$ cat src/rtl/tsef_pkg.sv
// ----------------------------------------------------------------------------
// tsef_pkg
// shared types and constants for the track start edge finder
// ----------------------------------------------------------------------------
package tsef_pkg;

   // image geometry
   localparam int IMAGE_WIDTH = 188;

   localparam logic [7:0] LEFT_PAIR_COL     = 8'd2;
   localparam logic [7:0] LEFT_BORDER_EDGE  = 8'd1;
   localparam logic [7:0] RIGHT_BORDER_COL  = 8'(IMAGE_WIDTH - 2);
   localparam logic [7:0] LAST_COL          = 8'(IMAGE_WIDTH - 1);
   localparam logic [7:0] PATTERN_FIRST_COL = 8'd4;
   localparam logic [7:0] PATTERN_OFFSET    = 8'd3;
   localparam logic [7:0] COL_MAX           = 8'hFF;

   // configuration port
   localparam int CSR_ADDR_W = 4;
   localparam int CSR_DATA_W = 32;

   typedef enum logic [1:0] {
      CSR_MIN_TRACK_WIDTH = 2'd0,
      CSR_WHITE_LEVEL     = 2'd1,
      CSR_BLACK_LEVEL     = 2'd2,
      CSR_UNUSED          = 2'd3
   } csr_index_type;

   localparam logic [7:0] MIN_TRACK_WIDTH_RST = 8'd10;
   localparam logic [7:0] WHITE_LEVEL_RST     = 8'd255;
   localparam logic [7:0] BLACK_LEVEL_RST     = 8'd0;

   typedef struct packed {
      logic [7:0] min_track_width;
      logic [7:0] white_level;
      logic [7:0] black_level;
   } cfg_type;

   typedef struct packed {
      logic [7:0] pixel;
      logic [7:0] row_index;
      logic       end_of_row;
      logic       new_search;
   } req_item_type;

   typedef struct packed {
      logic [7:0] left_col;
      logic [7:0] right_col;
      logic [7:0] edge_row;
      logic       left_seen;
      logic       right_seen;
      logic       start_found;
   } rsp_item_type;

endpackage

$ cat src/rtl/tsef_if.sv
// ----------------------------------------------------------------------------
// tsef channel interfaces
// valid/ready channels for pixel beats and row result beats
// ----------------------------------------------------------------------------
interface tsef_req_if;
   logic       valid;
   logic       ready;
   logic [7:0] pixel;
   logic [7:0] row_index;
   logic       end_of_row;
   logic       new_search;

   modport source (output valid, pixel, row_index, end_of_row, new_search,
                   input ready);
   modport sink   (input valid, pixel, row_index, end_of_row, new_search,
                   output ready);
endinterface

interface tsef_rsp_if;
   logic       valid;
   logic       ready;
   logic [7:0] left_col;
   logic [7:0] right_col;
   logic [7:0] edge_row;
   logic       left_seen;
   logic       right_seen;
   logic       start_found;

   modport source (output valid, left_col, right_col, edge_row, left_seen,
                   right_seen, start_found, input ready);
   modport sink   (input valid, left_col, right_col, edge_row, left_seen,
                   right_seen, start_found, output ready);
endinterface

$ cat src/rtl/tsef_csr.sv
// ----------------------------------------------------------------------------
// tsef_csr
// apb-style register file holding the search thresholds
// ----------------------------------------------------------------------------
module tsef_csr (
   input  logic                             clock,
   input  logic                             reset,
   input  logic                             csr_psel,
   input  logic                             csr_penable,
   input  logic                             csr_pwrite,
   input  logic [tsef_pkg::CSR_ADDR_W-1:0]  csr_paddr,
   input  logic [tsef_pkg::CSR_DATA_W-1:0]  csr_pwdata,
   output logic [tsef_pkg::CSR_DATA_W-1:0]  csr_prdata,
   output logic                             csr_pready,
   output tsef_pkg::cfg_type                cfg
);

   tsef_pkg::cfg_type       cfg_ff, cfg_in;
   tsef_pkg::csr_index_type index;
   logic                    wr_en;

   assign index      = tsef_pkg::csr_index_type'(csr_paddr[3:2]);
   assign wr_en      = csr_psel && csr_penable && csr_pwrite;
   assign csr_pready = 1'b1;
   assign cfg        = cfg_ff;

   always_comb begin
      cfg_in = cfg_ff;
      if (wr_en) begin
         case (index)
            tsef_pkg::CSR_MIN_TRACK_WIDTH: cfg_in.min_track_width = csr_pwdata[7:0];
            tsef_pkg::CSR_WHITE_LEVEL:     cfg_in.white_level     = csr_pwdata[7:0];
            tsef_pkg::CSR_BLACK_LEVEL:     cfg_in.black_level     = csr_pwdata[7:0];
            default:                       cfg_in = cfg_ff;
         endcase
      end
   end

   always_comb begin
      case (index)
         tsef_pkg::CSR_MIN_TRACK_WIDTH: csr_prdata = {24'd0, cfg_ff.min_track_width};
         tsef_pkg::CSR_WHITE_LEVEL:     csr_prdata = {24'd0, cfg_ff.white_level};
         tsef_pkg::CSR_BLACK_LEVEL:     csr_prdata = {24'd0, cfg_ff.black_level};
         default:                       csr_prdata = '0;
      endcase
   end

   always_ff @(posedge clock) begin
      if (reset) begin
         cfg_ff.min_track_width <= tsef_pkg::MIN_TRACK_WIDTH_RST;
         cfg_ff.white_level     <= tsef_pkg::WHITE_LEVEL_RST;
         cfg_ff.black_level     <= tsef_pkg::BLACK_LEVEL_RST;
      end else begin
         cfg_ff <= cfg_in;
      end
   end

endmodule

$ cat src/rtl/tsef_row_search.sv
// ----------------------------------------------------------------------------
// tsef_row_search
// per-row edge search over a three-pixel window, one pixel per advance cycle
// ----------------------------------------------------------------------------
module tsef_row_search (
   input  logic                   clock,
   input  logic                   reset,
   input  logic                   advance,
   input  tsef_pkg::req_item_type item,
   input  tsef_pkg::cfg_type      cfg,
   output logic                   result_valid,
   output tsef_pkg::rsp_item_type result
);

   logic [23:0] window_ff, window_in, window_cur;
   logic [7:0]  col_ff, col_in, col_cur;
   logic [7:0]  left_col_ff, left_col_in, left_col_cur;
   logic [7:0]  right_col_ff, right_col_in, right_col_cur;
   logic        left_hit_ff, left_hit_in, left_hit_cur;
   logic        right_hit_ff, right_hit_in, right_hit_cur;
   logic        done_ff, done_in, done_cur;

   logic [7:0]  p0, p1, p2, p3;
   logic [7:0]  lc, rc;
   logic        lh, rh, in_range, ok;
   logic signed [9:0] diff;

   // a new search clears everything before the pixel is looked at
   always_comb begin
      if (item.new_search) begin
         window_cur = '0; col_cur = '0; left_col_cur = '0; right_col_cur = '0;
         left_hit_cur = 1'b0; right_hit_cur = 1'b0; done_cur = 1'b0;
      end else begin
         window_cur = window_ff; col_cur = col_ff;
         left_col_cur = left_col_ff; right_col_cur = right_col_ff;
         left_hit_cur = left_hit_ff; right_hit_cur = right_hit_ff;
         done_cur = done_ff;
      end
   end

   always_comb begin
      p0 = item.pixel;
      p1 = window_cur[7:0];
      p2 = window_cur[15:8];
      p3 = window_cur[23:16];
      lh = left_hit_cur;
      lc = left_col_cur;
      rh = right_hit_cur;
      rc = right_col_cur;

      // white pair at the left border
      if (col_cur == tsef_pkg::LEFT_PAIR_COL && !lh &&
          p1 == cfg.white_level && p0 == cfg.white_level) begin
         lh = 1'b1;
         lc = tsef_pkg::LEFT_BORDER_EDGE;
      end
      // white pair at the right border overrides an earlier pattern edge
      if (col_cur == tsef_pkg::RIGHT_BORDER_COL &&
          p1 == cfg.white_level && p0 == cfg.white_level) begin
         rh = 1'b1;
         rc = tsef_pkg::RIGHT_BORDER_COL;
      end

      in_range = col_cur >= tsef_pkg::PATTERN_FIRST_COL && col_cur <= tsef_pkg::LAST_COL;
      if (in_range && !lh && p3 == cfg.black_level && p2 == cfg.black_level &&
          p1 == cfg.white_level && p0 == cfg.white_level) begin
         lh = 1'b1;
         lc = col_cur - tsef_pkg::PATTERN_OFFSET;
      end
      if (in_range && !rh && p3 == cfg.white_level && p2 == cfg.white_level &&
          p1 == cfg.black_level && p0 == cfg.black_level) begin
         rh = 1'b1;
         rc = col_cur - tsef_pkg::PATTERN_OFFSET;
      end

      diff = $signed({2'b00, rc}) - $signed({2'b00, lc});
      ok   = lh && rh && (diff > $signed({2'b00, cfg.min_track_width}));

      result_valid       = !done_cur && item.end_of_row;
      result.left_col    = lh ? lc : 8'd0;
      result.right_col   = rh ? rc : 8'd0;
      result.edge_row    = item.row_index;
      result.left_seen   = lh;
      result.right_seen  = rh;
      result.start_found = ok;

      // next state
      window_in    = window_cur;
      col_in       = col_cur;
      left_col_in  = left_col_cur;
      right_col_in = right_col_cur;
      left_hit_in  = left_hit_cur;
      right_hit_in = right_hit_cur;
      done_in      = done_cur;
      if (!done_cur) begin
         if (item.end_of_row) begin
            window_in = '0; col_in = '0; left_col_in = '0; right_col_in = '0;
            left_hit_in = 1'b0; right_hit_in = 1'b0;
            done_in = ok;
         end else begin
            window_in    = {window_cur[15:0], p0};
            col_in       = (col_cur != tsef_pkg::COL_MAX) ? col_cur + 8'd1 : col_cur;
            left_col_in  = lc;
            right_col_in = rc;
            left_hit_in  = lh;
            right_hit_in = rh;
         end
      end
   end

   always_ff @(posedge clock) begin
      if (reset) begin
         window_ff    <= '0;
         col_ff       <= '0;
         left_col_ff  <= '0;
         right_col_ff <= '0;
         left_hit_ff  <= 1'b0;
         right_hit_ff <= 1'b0;
         done_ff      <= 1'b0;
      end else if (advance) begin
         window_ff    <= window_in;
         col_ff       <= col_in;
         left_col_ff  <= left_col_in;
         right_col_ff <= right_col_in;
         left_hit_ff  <= left_hit_in;
         right_hit_ff <= right_hit_in;
         done_ff      <= done_in;
      end
   end

endmodule

$ cat src/rtl/track_start_edge_finder.sv
// ----------------------------------------------------------------------------
// track_start_edge_finder
// finds the left and right track edges of each image row and flags the row
// where the search for the track start succeeds
// ----------------------------------------------------------------------------
// Pixels enter as one beat per clock, rows in search order (bottom row first),
// and the block keeps that rate: a new pixel beat is taken every cycle as long
// as the result side keeps up. Each beat lands in an input register, is run
// through the window compare and edge state once the result register is free,
// and a row's result beat is then written into the result register. Only the
// row-ending pixel yields a result beat; after a row passes the width test the
// block drops pixels silently until a beat with new_search set. A stalled
// result register holds back the input register, which in turn drops req
// ready. Registers sit at byte addresses 0, 4 and 8: min_track_width (reset
// 10), white_level (reset 255), black_level (reset 0); write them only while
// no beat is in flight.
// ----------------------------------------------------------------------------
module track_start_edge_finder (
   input  logic                             clock,
   input  logic                             reset,
   tsef_req_if.sink                         req_chan,
   tsef_rsp_if.source                       rsp_chan,
   input  logic                             csr_psel,
   input  logic                             csr_penable,
   input  logic                             csr_pwrite,
   input  logic [tsef_pkg::CSR_ADDR_W-1:0]  csr_paddr,
   input  logic [tsef_pkg::CSR_DATA_W-1:0]  csr_pwdata,
   output logic [tsef_pkg::CSR_DATA_W-1:0]  csr_prdata,
   output logic                             csr_pready
);

   tsef_pkg::cfg_type      cfg;
   tsef_pkg::req_item_type in_item_ff;
   tsef_pkg::rsp_item_type result, rsp_item_ff;
   logic                   in_valid_ff, in_valid_in;
   logic                   rsp_valid_ff, rsp_valid_in;
   logic                   result_valid;
   logic                   out_free;     // result register can take a beat
   logic                   advance;      // pixel in the input register is processed
   logic                   req_take;

   // register file
   tsef_csr u_csr (
      .clock       (clock),
      .reset       (reset),
      .csr_psel    (csr_psel),
      .csr_penable (csr_penable),
      .csr_pwrite  (csr_pwrite),
      .csr_paddr   (csr_paddr),
      .csr_pwdata  (csr_pwdata),
      .csr_prdata  (csr_prdata),
      .csr_pready  (csr_pready),
      .cfg         (cfg)
   );

   // handshake plumbing: output register parts the two sides
   assign out_free       = !rsp_valid_ff || rsp_chan.ready;
   assign advance        = in_valid_ff && out_free;
   assign req_chan.ready = !in_valid_ff || out_free;
   assign req_take       = req_chan.valid && req_chan.ready;

   always_comb begin
      in_valid_in = in_valid_ff;
      if (req_take) begin
         in_valid_in = 1'b1;
      end else if (advance) begin
         in_valid_in = 1'b0;
      end
      rsp_valid_in = rsp_valid_ff;
      if (out_free) begin
         rsp_valid_in = advance && result_valid;
      end
   end

   // window compare and per-row edge state
   tsef_row_search u_row_search (
      .clock        (clock),
      .reset        (reset),
      .advance      (advance),
      .item         (in_item_ff),
      .cfg          (cfg),
      .result_valid (result_valid),
      .result       (result)
   );

   always_ff @(posedge clock) begin
      if (reset) begin
         in_valid_ff  <= 1'b0;
         rsp_valid_ff <= 1'b0;
      end else begin
         in_valid_ff  <= in_valid_in;
         rsp_valid_ff <= rsp_valid_in;
      end
   end

   // payload registers, no reset needed
   always_ff @(posedge clock) begin
      if (req_take) begin
         in_item_ff.pixel      <= req_chan.pixel;
         in_item_ff.row_index  <= req_chan.row_index;
         in_item_ff.end_of_row <= req_chan.end_of_row;
         in_item_ff.new_search <= req_chan.new_search;
      end
      if (out_free && advance && result_valid) begin
         rsp_item_ff <= result;
      end
   end

   assign rsp_chan.valid       = rsp_valid_ff;
   assign rsp_chan.left_col    = rsp_item_ff.left_col;
   assign rsp_chan.right_col   = rsp_item_ff.right_col;
   assign rsp_chan.edge_row    = rsp_item_ff.edge_row;
   assign rsp_chan.left_seen   = rsp_item_ff.left_seen;
   assign rsp_chan.right_seen  = rsp_item_ff.right_seen;
   assign rsp_chan.start_found = rsp_item_ff.start_found;

   // a result beat only ever follows a processed row-ending pixel
   a_rsp_from_row_end: assert property (@(posedge clock) disable iff (reset)
      $rose(rsp_valid_ff) |-> $past(advance && result_valid))
      else $error("result beat without a processed row end");

   // a start row always has both edges
   a_start_has_edges: assert property (@(posedge clock) disable iff (reset)
      rsp_valid_ff && rsp_item_ff.start_found |-> rsp_item_ff.left_seen &&
                                                  rsp_item_ff.right_seen)
      else $error("start row reported without both edges");

   // the pipeline never stalls while the result register is empty
   a_no_idle_stall: assert property (@(posedge clock) disable iff (reset)
      !rsp_valid_ff |-> req_chan.ready)
      else $error("pixel beat refused with an empty result register");

endmodule

$ cat src/flat_wrapper.sv
// flat-port wrapper written by rule: the top's interface ports become plain ports
module track_start_edge_finder_flat 
  (clock, reset, csr_psel, csr_penable, csr_pwrite, csr_paddr, csr_pwdata, csr_prdata, csr_pready, req_chan_valid, req_chan_pixel, req_chan_row_index, req_chan_end_of_row, req_chan_new_search, req_chan_ready, rsp_chan_valid, rsp_chan_left_col, rsp_chan_right_col, rsp_chan_edge_row, rsp_chan_left_seen, rsp_chan_right_seen, rsp_chan_start_found, rsp_chan_ready);
  tsef_req_if req_chan_i ();
  tsef_rsp_if rsp_chan_i ();
  input  logic clock;
  input  logic reset;
  input  logic csr_psel;
  input  logic csr_penable;
  input  logic csr_pwrite;
  input  logic [tsef_pkg::CSR_ADDR_W-1:0] csr_paddr;
  input  logic [tsef_pkg::CSR_DATA_W-1:0] csr_pwdata;
  output logic [tsef_pkg::CSR_DATA_W-1:0] csr_prdata;
  output logic csr_pready;
  input wire logic [$bits(req_chan_i.valid)-1:0] req_chan_valid;
  input wire logic [$bits(req_chan_i.pixel)-1:0] req_chan_pixel;
  input wire logic [$bits(req_chan_i.row_index)-1:0] req_chan_row_index;
  input wire logic [$bits(req_chan_i.end_of_row)-1:0] req_chan_end_of_row;
  input wire logic [$bits(req_chan_i.new_search)-1:0] req_chan_new_search;
  output wire logic [$bits(req_chan_i.ready)-1:0] req_chan_ready;
  output wire logic [$bits(rsp_chan_i.valid)-1:0] rsp_chan_valid;
  output wire logic [$bits(rsp_chan_i.left_col)-1:0] rsp_chan_left_col;
  output wire logic [$bits(rsp_chan_i.right_col)-1:0] rsp_chan_right_col;
  output wire logic [$bits(rsp_chan_i.edge_row)-1:0] rsp_chan_edge_row;
  output wire logic [$bits(rsp_chan_i.left_seen)-1:0] rsp_chan_left_seen;
  output wire logic [$bits(rsp_chan_i.right_seen)-1:0] rsp_chan_right_seen;
  output wire logic [$bits(rsp_chan_i.start_found)-1:0] rsp_chan_start_found;
  input wire logic [$bits(rsp_chan_i.ready)-1:0] rsp_chan_ready;
  assign req_chan_i.valid = req_chan_valid;
  assign req_chan_i.pixel = req_chan_pixel;
  assign req_chan_i.row_index = req_chan_row_index;
  assign req_chan_i.end_of_row = req_chan_end_of_row;
  assign req_chan_i.new_search = req_chan_new_search;
  assign req_chan_ready = req_chan_i.ready;
  assign rsp_chan_valid = rsp_chan_i.valid;
  assign rsp_chan_left_col = rsp_chan_i.left_col;
  assign rsp_chan_right_col = rsp_chan_i.right_col;
  assign rsp_chan_edge_row = rsp_chan_i.edge_row;
  assign rsp_chan_left_seen = rsp_chan_i.left_seen;
  assign rsp_chan_right_seen = rsp_chan_i.right_seen;
  assign rsp_chan_start_found = rsp_chan_i.start_found;
  assign rsp_chan_i.ready = rsp_chan_ready;
  track_start_edge_finder u_core (.clock(clock), .reset(reset), .req_chan(req_chan_i), .rsp_chan(rsp_chan_i), .csr_psel(csr_psel), .csr_penable(csr_penable), .csr_pwrite(csr_pwrite), .csr_paddr(csr_paddr), .csr_pwdata(csr_pwdata), .csr_prdata(csr_prdata), .csr_pready(csr_pready));
endmodule
$ cat config.mk
export PLATFORM = sky130hd
export DESIGN_NAME = track_start_edge_finder_flat
export DESIGN_NICKNAME = d
export VERILOG_FILES = /design/src/rtl/tsef_pkg.sv /design/src/rtl/tsef_if.sv /design/src/rtl/tsef_csr.sv /design/src/rtl/tsef_row_search.sv /design/src/rtl/track_start_edge_finder.sv /design/src/flat_wrapper.sv
export SDC_FILE = /design/constraint.sdc
export NUM_CORES = 1
export LEC_CHECK = 0
export BUFFER_PORTS_ARGS = -buffer_cell sky130_fd_sc_hd__buf_2
export CAP_MARGIN = 10
export CORE_ASPECT_RATIO = 0.9
export CORE_MARGIN = 3
export CORE_UTILIZATION = 57
export DETAILED_ROUTE_END_ITERATION = 7
export PLACE_DENSITY_LB_ADDON = 0.3
export SYNTH_ARGS = -nofsm -noshare
export SYNTH_HDL_FRONTEND = slang
export SYNTH_SLANG_ARGS = --single-unit
$ cat constraint.sdc
create_clock -name clock -period 6.94 [get_ports clock]
set_input_delay 1.041 -clock clock [delete_from_list [all_inputs] [get_ports clock]]
set_output_delay 1.041 -clock clock [all_outputs]
set_load 0.005 [all_outputs]
==> summary.txt <==
Timing
  • Setup TNS: 0 ns
  • Least-Margin Pin Slew: 1.11 ns
  • Tcrit/Tclk final: 86.4%
  • Fin. max-slew vios: 0
  • Final min period: 6.00 ns
  • Peak Freq: 167 MHz
  • Normalized max-slew margin: 26.1%
  • Hold WS: 0.424 ns
  • RSZ-0062 raised after global routing: no
  • Fin. Hold Viols: 0
  • Setup violators final: 0
  • Setup Skew: 0.00884 ns
  • Setup WS post-layout: 0.943 ns

Hold path
  • Hold Crit Class: flip-flop to flip-flop

Yosys
  • Synth Instances: 794
  • Top post-synthesis cells by area: dfxtp_1 22%, edfxtp_1 19%, nor2_1 6.0%, mux2i_1 4.1%, o21ai_0 3.5%
  • Post-Syn Area per Cell: 8.88 um2
  • Top FF cell, synth: dfxtp_1
  • Synth warnings: 0
  • Synth Register Bits: 122
  • Yosys top cell area share: 21.9%
  • Post-synth EDFFs: 45
  • Netlist Area Pre-Place: 0.00705 mm2
  • Synth cell types: 69
  • Register area share after synthesis: 41.0%
  • Ys async rst share: 0%
  • Area leader, netlist: dfxtp_1

Setup path
  • Crit path kind: flip-flop to flip-flop
  • R2R cell count: 23
  • Worst setup EP type: flip-flop
  • Critical Path RT: 7.28 ns
  • Startpoint Class: flip-flop
  • Crit path from: u_core.in_item_ff[0]
  • Worst setup path endpoint: u_core.u_row_search.done_ff
  • Critical Path AT: 6.34 ns
  • Worst-path fanout max: 47
  • Reg-to-reg endpoint: u_core.u_row_search.done_ff
  • Critical register-to-register path startpoint: u_core.in_item_ff[0]
  • Setup slack, reg-to-reg: 0.94 ns

Finish
  • Share of cells above drive strength 1: 15.0%
  • Most frequent cells in the layout: 112 x nor2_1, 77 x dfxtp_1, 71 x buf_2, 50 x nand2_1, 49 x o21ai_0
  • Commonest non-fill, non-tap cell in the layout: nor2_1
  • Area growth, synth to finish: 11.2%
  • Fin nets: 910
  • Fillers: 926
  • Ant diodes: 0

Drt
  • DR vias: 5,978
  • Routed wire length: 18,100 um
  • Antenna Nets Post-Route: 0
  • Vias per cell: 5.98
  • Detailed Route Iter0 Violations: 530
  • Drt drc: 0
  • Routed len/inst: 18.1 um
  • 1st-pass router iterations: 5

Placement
  • Gpl congestion: 0.909
  • I/O Buffers: 71
  • Pre-CTS setup slack: 1.08 ns
  • Hpwl dp: 12,600 um

Die
  • Core Region: 0.0118 mm2
  • Num rows: 37
  • I/O Pins: 123
  • Initial Util: 59.9%
  • Die X: 123 um
  • Die ar.: 0.0137 mm2
  • Die H: 111 um

GRT
  • Met3 global-route usage: 6.86%
  • GRT Max-Usage Layer: met2
  • Antenna violations before repair: 0
  • First-pass GRT wire length: 28,800 um
  • Met1 usage: 35.3%
  • Largest net degree at the start of global routing: 65
  • Met2 usage: 42.1%
  • Vias in the first global route: 5,676
  • Total GRT Usage: 26.6%
  • GRT overflow: 0

Clock network
  • Max Root-Sink Buffers: 2
  • Post-CTS setup buffers: 0
  • Worst-path clk slew: 0.06 ns
  • Root buffer cell: clkbuf_16
  • CTS tree: done
  • Hold buffers post-CTS: 0
  • # resized after CTS: 0
  • H-tree depth: 4
  • Sink Count: 122
  • Num CTS Buffers: 17
  • Clk Latency, worst-skew pair: 0.42 ns

Run
  • Max cap viols: 0

Power and ir drop
  • Final Power: 1.69 mW
  • Leakage power: 2.93 nW
  • Maximum VDD drop: 0.000172 V
  • Power density over cell area: 216 mW/mm2

Outcome
  • Outcome: finished, final reports clean
-- cells by family after synthesis --
family	synth area share, %
AO/OA/AOI/OAI	14.7
XOR/XNOR	5.09
adder cells (fa/ha/maj)	3.30
buffers and inverters	8.27
flip-flops	41.0
multiplexers	5.93
other	0.107
AND/OR/NAND/NOR	21.5
-- metrics by stage --
| stage | std cells | util (%) | instance area (um2) |
|---|---|---|---|
| 2_1_floorplan | 817 | - | 7130 |
| 3_3_place_gp | 968 | 62.0 | 7290 |
| 3_5_place_dp | 968 | 62.0 | 7290 |
| 4_1_cts | 1000 | 66.6 | 7840 |
| 5_1_grt | 1000 | 66.6 | 7840 |
| 6_report | 1000 | 66.6 | 7840 |
-- worst min-delay path by stage --
stage,slack (ns),end,from,cells past startpoint
after floorplan,0.40,u_core.rsp_chan.edge_row[0],u_core.in_item_ff[2],0
after global placement,0.40,u_core.rsp_chan.edge_row[3],u_core.in_item_ff[5],0
after detailed placement,0.41,u_core.rsp_chan.edge_row[2],u_core.in_item_ff[4],0
after CTS,0.42,u_core.rsp_chan.edge_row[1],u_core.in_item_ff[3],0
after global routing,0.43,u_core.rsp_chan.edge_row[3],u_core.in_item_ff[5],0
final,0.42,u_core.rsp_chan.edge_row[5],u_core.in_item_ff[7],0
-- layer usage --
metal,routed length [um],vias up,part of all wire [%]
li1,-,2847,-
met4,384,0,2.1
met2,8540,253,47
met5,0,-,0
met3,1320,36,7.3
met1,7840,2842,43
-- where the power goes --
group	leakage [nW]	switching [mW]	internal, mW
clock	0.255	0.323	0.497
combinational	1.61	0.0601	0.0343
sequential	1.06	0.0193	0.757
-- final cells by class --
type,count,area [um2],share of cell area (%)
Tap cell,156,195,2.49
Inverter,29,109,1.39
Clock buffer,20,447,5.70
Timing Repair Buffer,81,430,5.49
Clock inverter,12,103,1.31
Sequential cell,122,2890,36.9
Multi-Input combinational cell,580,3660,46.7
-- registers in the layout, summed over array words and instances (netlist names), 8 cells and up --
name,cells
u_core.rsp_chan.left_col,8
u_core.rsp_chan.edge_row,8
u_core.u_row_search.window_ff,24
u_core.u_row_search.col_ff,8
u_core.rsp_chan.right_col,8
u_core.in_item_ff,18
u_core.u_csr.cfg,24
u_core.u_row_search.right_col_ff,8
u_core.u_row_search.left_col_ff,8
-- synth_stat cells, types with 10 or more instances --
master and number:
a21oi_1 30, a22oi_1 18, a31oi_1 20, and2_1 10, and3_1 10, buf_2 14
buf_4 29, clkbuf_1 33, dfxtp_1 77, edfxtp_1 45, ha_1 17, inv_1 29
mux2_2 10, mux2i_1 29, nand2_1 50, nand3_1 10, nand3b_1 10, nor2_1 112
nor3_1 20, nor4bb_1 16, o21ai_0 49, xnor2_1 24, xor2_1 17
-- critical path: stages, from the launching register on --
cell,delay [ns]
edfxtp_1,0.55
buf_4,0.43
nand3b_1,0.16
o22ai_1,0.07
o211ai_1,0.16
and4b_4,0.25
and4_1,0.34
nor3_1,0.48
buf_4,0.28
mux2_2,0.38
ha_1,0.33
nor2b_1,0.13
o21ai_0,0.12
a21boi_0,0.29
nor2_1,0.10
ha_1,0.33
nand4_1,0.13
o221ai_1,0.20
a21o_1,0.17
a211o_1,0.12
o221ai_1,0.11
or3_1,0.33
o31a_1,0.29
nor3_1,0.16
(Power assumes the default switching activity.)
